File: config.mk
export PLATFORM = sky130hd
export DESIGN_NAME = nmvp_div
export DESIGN_NICKNAME = d
export VERILOG_FILES = /design/src/hdl/nmvp_pkg.sv /design/src/hdl/nmvp_div.sv
export SDC_FILE = /design/constraint.sdc
export NUM_CORES = 1
export LEC_CHECK = 0
export ABC_CLOCK_PERIOD_IN_PS = 5200
export BUFFER_PORTS_ARGS = -buffer_cell sky130_fd_sc_hd__clkbuf_2
export CAP_MARGIN = 40
export CORE_ASPECT_RATIO = 1.1
export CORE_UTILIZATION = 35
export CTS_CLUSTER_SIZE = 14
export DETAILED_ROUTE_END_ITERATION = 16
export GPL_TIMING_DRIVEN = 0
export SLEW_MARGIN = 20
export SYNTH_ARGS = -nofsm -noshare
export SYNTH_HDL_FRONTEND = slang
export SYNTH_SLANG_ARGS = --single-unit
File: constraint.sdc
create_clock -name clk -period 5.2 [get_ports clk]
set_clock_uncertainty 0.15 [all_clocks]
set_input_delay 1.56 -clock clk [delete_from_list [all_inputs] [get_ports clk]]
set_output_delay 1.56 -clock clk [all_outputs]
set_load 0.01 [all_outputs]
File: src/hdl/nmvp_pkg.sv
`default_nettype none
// ----------------------------------------------------------------------------
// nmvp_pkg: shared types and constants
// Field widths, opcodes, output saturation limits and sequencer states for
// the normalized matrix-vector product.
// ----------------------------------------------------------------------------
package nmvp_pkg;

	localparam int OPCODE_W = 2;
	localparam int INDEX_W  = 6;
	localparam int ELEM_W   = 16;
	localparam int OUT_W    = 24;
	localparam int SIZE_W   = 7;
	localparam int FRAC_OUT = 16;

	localparam logic [SIZE_W-1:0] SIZE_RESET = 7'd64;

	localparam logic [OPCODE_W-1:0] OP_LOAD_VEC = 2'd0;
	localparam logic [OPCODE_W-1:0] OP_LOAD_MAT = 2'd1;
	localparam logic [OPCODE_W-1:0] OP_COMPUTE  = 2'd2;

	localparam logic [OUT_W-1:0] SAT_HI = 24'h7FFFFF;
	localparam logic [OUT_W-1:0] SAT_LO = 24'h800000;

	typedef enum logic [5:0] {
		S_IDLE  = 6'b000001,
		S_MAC   = 6'b000010,
		S_FETCH = 6'b000100,
		S_LOAD  = 6'b001000,
		S_DIV   = 6'b010000,
		S_PUT   = 6'b100000
	} state_t;

endpackage
`default_nettype wire

File: src/hdl/nmvp_div.sv
`default_nettype none
// ----------------------------------------------------------------------------
// nmvp_div: radix-2 restoring divider with output saturation
// Computes (dividend * 2^16) / divisor, truncated toward zero, one quotient
// bit per cycle, then saturates the result to signed 24 bits.
// ----------------------------------------------------------------------------
module nmvp_div #(
	parameter int RW = 38,
	parameter int TW = 44
) (
	input  wire logic                                clk,
	input  wire logic                                arst_n,
	input  wire logic                                start,
	input  wire logic signed [RW-1:0]                dividend,
	input  wire logic signed [TW-1:0]                divisor,
	output logic                                     done,
	output logic signed [nmvp_pkg::OUT_W-1:0]        quotient
);
	import nmvp_pkg::*;

	localparam int DW   = RW + FRAC_OUT;
	localparam int CNTW = $clog2(DW + 1);

	logic            busy_q;
	logic            done_q;
	logic [CNTW-1:0] cnt_q;
	logic [TW-1:0]   rem_q;
	logic [TW-1:0]   den_q;
	logic [DW-1:0]   quo_q;
	logic            neg_q;

	logic [RW-1:0] abs_num;
	logic [TW-1:0] abs_den;
	logic [TW:0]   trial;
	logic [TW:0]   diff;
	logic          ge;
	logic [TW-1:0] rem_next;
	logic          neg_sat;
	logic          pos_sat;

	always_comb begin
		abs_num  = dividend[RW-1] ? RW'(-dividend) : RW'(dividend);
		abs_den  = divisor[TW-1] ? TW'(-divisor) : TW'(divisor);
		trial    = {rem_q, quo_q[DW-1]};
		ge       = trial >= {1'b0, den_q};
		diff     = trial - {1'b0, den_q};
		rem_next = ge ? diff[TW-1:0] : trial[TW-1:0];
	end

	// Control
	always_ff @(posedge clk or negedge arst_n) begin
		if (!arst_n) begin
			busy_q <= 1'b0;
			done_q <= 1'b0;
			cnt_q  <= '0;
		end else begin
			done_q <= 1'b0;
			if (start) begin
				busy_q <= 1'b1;
				cnt_q  <= CNTW'(DW);
			end else if (busy_q) begin
				cnt_q <= cnt_q - CNTW'(1);
				if (cnt_q == CNTW'(1)) begin
					busy_q <= 1'b0;
					done_q <= 1'b1;
				end
			end
		end
	end

	// Datapath: shift the dividend out and the quotient in
	always_ff @(posedge clk) begin
		if (start) begin
			rem_q <= '0;
			quo_q <= {abs_num, FRAC_OUT'(0)};
			den_q <= abs_den;
			neg_q <= dividend[RW-1] ^ divisor[TW-1];
		end else if (busy_q) begin
			rem_q <= rem_next;
			quo_q <= {quo_q[DW-2:0], ge};
		end
	end

	always_comb begin
		neg_sat = (|quo_q[DW-1:OUT_W]) || (quo_q[OUT_W-1] && (|quo_q[OUT_W-2:0]));
		pos_sat = |quo_q[DW-1:OUT_W-1];
		if (neg_q) begin
			quotient = neg_sat ? SAT_LO : -quo_q[OUT_W-1:0];
		end else begin
			quotient = pos_sat ? SAT_HI : quo_q[OUT_W-1:0];
		end
	end

	assign done = done_q;

endmodule
`default_nettype wire

==> results.toml <==
[run_status]
violations = "negative setup slack"
outcome = "finished, violations left"

[pwr]
p_total_uw = 5590
ir_drop_v = 0.0001909
static-leakage-power_uw = 0.005401
p_per_area_nw_per_um2 = 429.4

[yosys]
synth_xor_area_frac = 0.09100
synth_simple_gate_area_frac = 0.1769
synth.area.top_cells = "edfxtp_1, dfxtp_1, xnor2_1, ha_1, mux2i_1"
yosysTopAreaCell = "edfxtp_1"
syn_avg_cell_area_um2 = 8.964
synth_top_area_frac = 0.2272
synth_top_family_by_area = "compound AO/OA/AOI/OAI gates"
yosys_register_bits = 151
synth_common_cells = "xnor2_1, nor2_1, nand2_1"
synthMuxAreaShare = 0.04390
yosysSeqAreaShare = 0.3549
synth.cell_area_um2 = 10970
synth.most_common_cell = "xnor2_1"
ys.flop_type = "edfxtp_1"
synth.distinct_cells = 71
yosys.area_share.adder = 0.05770
synth_compound_area_frac = 0.2282
synth_fp_nets = 1359
synth_edf_count = 83
yosys_warnings = 0
async_flop_share = 0.05298
syn_inst = 1224

[global_route]
grt_max_degree = 51
grt_pass1_wl_um = 49100
grt_pass1_vias = 9343
antenna_found_initial = 0
grt_use_total = 0.1929
grt_overflow = 0

[route]
drt-initial-drc-count = 962
drc_errors = 0
vias = 9941
routedWlPerCell_um = 17.39
drt_pass1_iterations = 5
antenna_left = 0
routed_wl_um = 31230
vias_per_cell = 5.535

[die]
start_util = 0.3576
die_w_um = 170.8
chipHeight_um = 187.7
core_area_um2 = 30680
design.die.area_um2 = 32060
ioPinCount = 110
rows = 67

[finish]
area_delta_synth_final_pct = 18.65
drive_gt1_frac = 0.1643
n_antenna_cell = 0
nets = 1504
instances_no_fill = 1796

[sta]
finalHoldViolations = 0
post-route-period-util = 1.092
slew_viol_final = 0
fin_ws_ns = -0.4766
worst_slew_pin_slew_ns = 0.7969
rsz0062_at_grt = "yes"
period_needed_ns = 5.677
finalSetupTns_ns = -6.318
clock.fmax_mhz = 176.2
setup_violations = 22
holdWs_ns = 0.3385
relSlewSlack = 0.4688

[clocking]
clk_pin_slew_worst_paths_ns = 0.06
numCtsBuffers = 17
cts_root_buf = "clkbuf_16"
cts.sinks = 151
htreeDepth = 4
cts_tree = "done"
ctsHoldBuffers = 0
clock_path_buffers = 2
worstSkewPairLatency_ns = 0.43

[worst_setup_path]
crit_start = "quo_q[0]"
startpoint_type = "flop"
path_max_fanout = 6
r2r_cells = 13
end_kind = "output pin"
cp_data_arrival_time_ns = 3.97
slowest_stage = "or4_4"
rr_startpoint = "den_q[25]"
worst_path_largest_cell_delay_ns = 0.43
critPathKind = "flop to output pin"
timing.rr.end = "rem_q[31]"
crit_top_cell = "or3_4"
critPathRequiredTime_ns = 3.49
r2r_slack_ns = 0.84
crit_chain = "inv_4, ha_4, or3b_4, or3_4, or4_4, or3_4, o41ai_4, nand2_2, buf_6, o21ai_0, nand2_1, o311ai_1, buf_2"

[worst_hold_path]
min_path_cells = 2
hold_end = "rem_q[34]"
hp-start = "rem_q[34]"
hp-class = "flop to flop"

[run]
cap_violations = 0

[placement]
dp_hpwl_um = 22750
port_buffers = 108
dp_cells = 1746
gp_congestion = 0.9034
flip-flops by register name, indices dropped and copies added (netlist names):
register	count
busy_q	1
cnt_q	6
den_q	44
done	1
neg_q	1
quo_q	54
rem_q	44
per-layer routing:
metal  vias up  track usage  part of all wire
met5         -            0                 0
met4         0      0.06525             0.025
met3        61      0.02596             0.048
met2       316       0.3176              0.47
met1      4677       0.2582              0.45
li1       4887            -                 -
how the worst max path moves through the flow:
stage | endpoint | slack (ns) | cells past startpoint
finish | quotient[17] | -0.48 | 13
CTS | quotient[5] | -0.52 | 10
detailed placement | quotient[20] | -0.51 | 13
global placement | quotient[20] | -0.51 | 13
global route | quotient[17] | -0.53 | 13
floorplan | quotient[12] | 0.11 | 10
worst max-delay path, delay by kind of cell (launching register included):
kind	cells	cell delay [ns]
flops	1	0.37
simple gates	6	1.86
buf+inv	3	0.46
fa+ha+maj	1	0.12
compound gates	3	0.71
what timing repair did:
item                                    in CTS  in global routing
gates cloned                                 1                  1
endpoints found under the setup margin      23                 23
pin swaps                                   12                 12
buffers inserted                            14                  3
gates resized for setup                     37                 59
stage by stage:
step | setup WS [ns] | area, um^2 | utilization
2_1_floorplan | 0.1077 | 10970 | -
3_3_place_gp | -0.5098 | 12030 | 0.3921
3_5_place_dp | -0.5093 | 12030 | 0.3922
4_1_cts | -0.5236 | 12850 | 0.4187
5_1_grt | -0.5276 | 13020 | 0.4243
6_report | -0.4766 | 13020 | 0.4243
report_power, final:
group          leakage (uW)  switching (uW)  internal [uW]
clock network      0.000300             537            824
registers           0.00144             182           1500
logic               0.00366            1460           1090
layout make-up:
cell class	count	area (um^2)
Fill cell	3095	17660
Multi-Input combinational cell	938	6718
Sequential cell	151	3910
Timing Repair Buffer	127	701.9
Tap cell	414	518.0
Clock buffer	19	442.9
Buffer	68	281.5
Inverter	66	252.7
Clock inverter	13	192.7
logic make-up (layout without fill, tap and decap cells):
group,count (synthesis),count (layout)
AOI/OAI and AO/OA,353,353
xor gates and xnor gates,114,114
adders and majority gates,50,50
buffers and inverters,135,293
DFF,151,151
muxes,48,48
and+or+nand+nor,373,373
cells in the final DEF (no fill, tap or decap), drive strengths merged, types with 21 or more instances in the layout:
master  synthesis  final
nor2           89     89
mux2i          47     47
clkbuf         60    167
o21ai          72     72
xnor2         100    100
a21oi          38     38
nor3           21     21
o31ai          30     30
a211oi         36     36
edfxtp         83     83
or4            22     22
nand2          85     85
inv            66     70
a22o           38     38
a21o           34     34
dfxtp          60     60
or3            35     35
nand3          24     24
ha             49     49
buf             9     47
(Power assumes the default switching activity.)
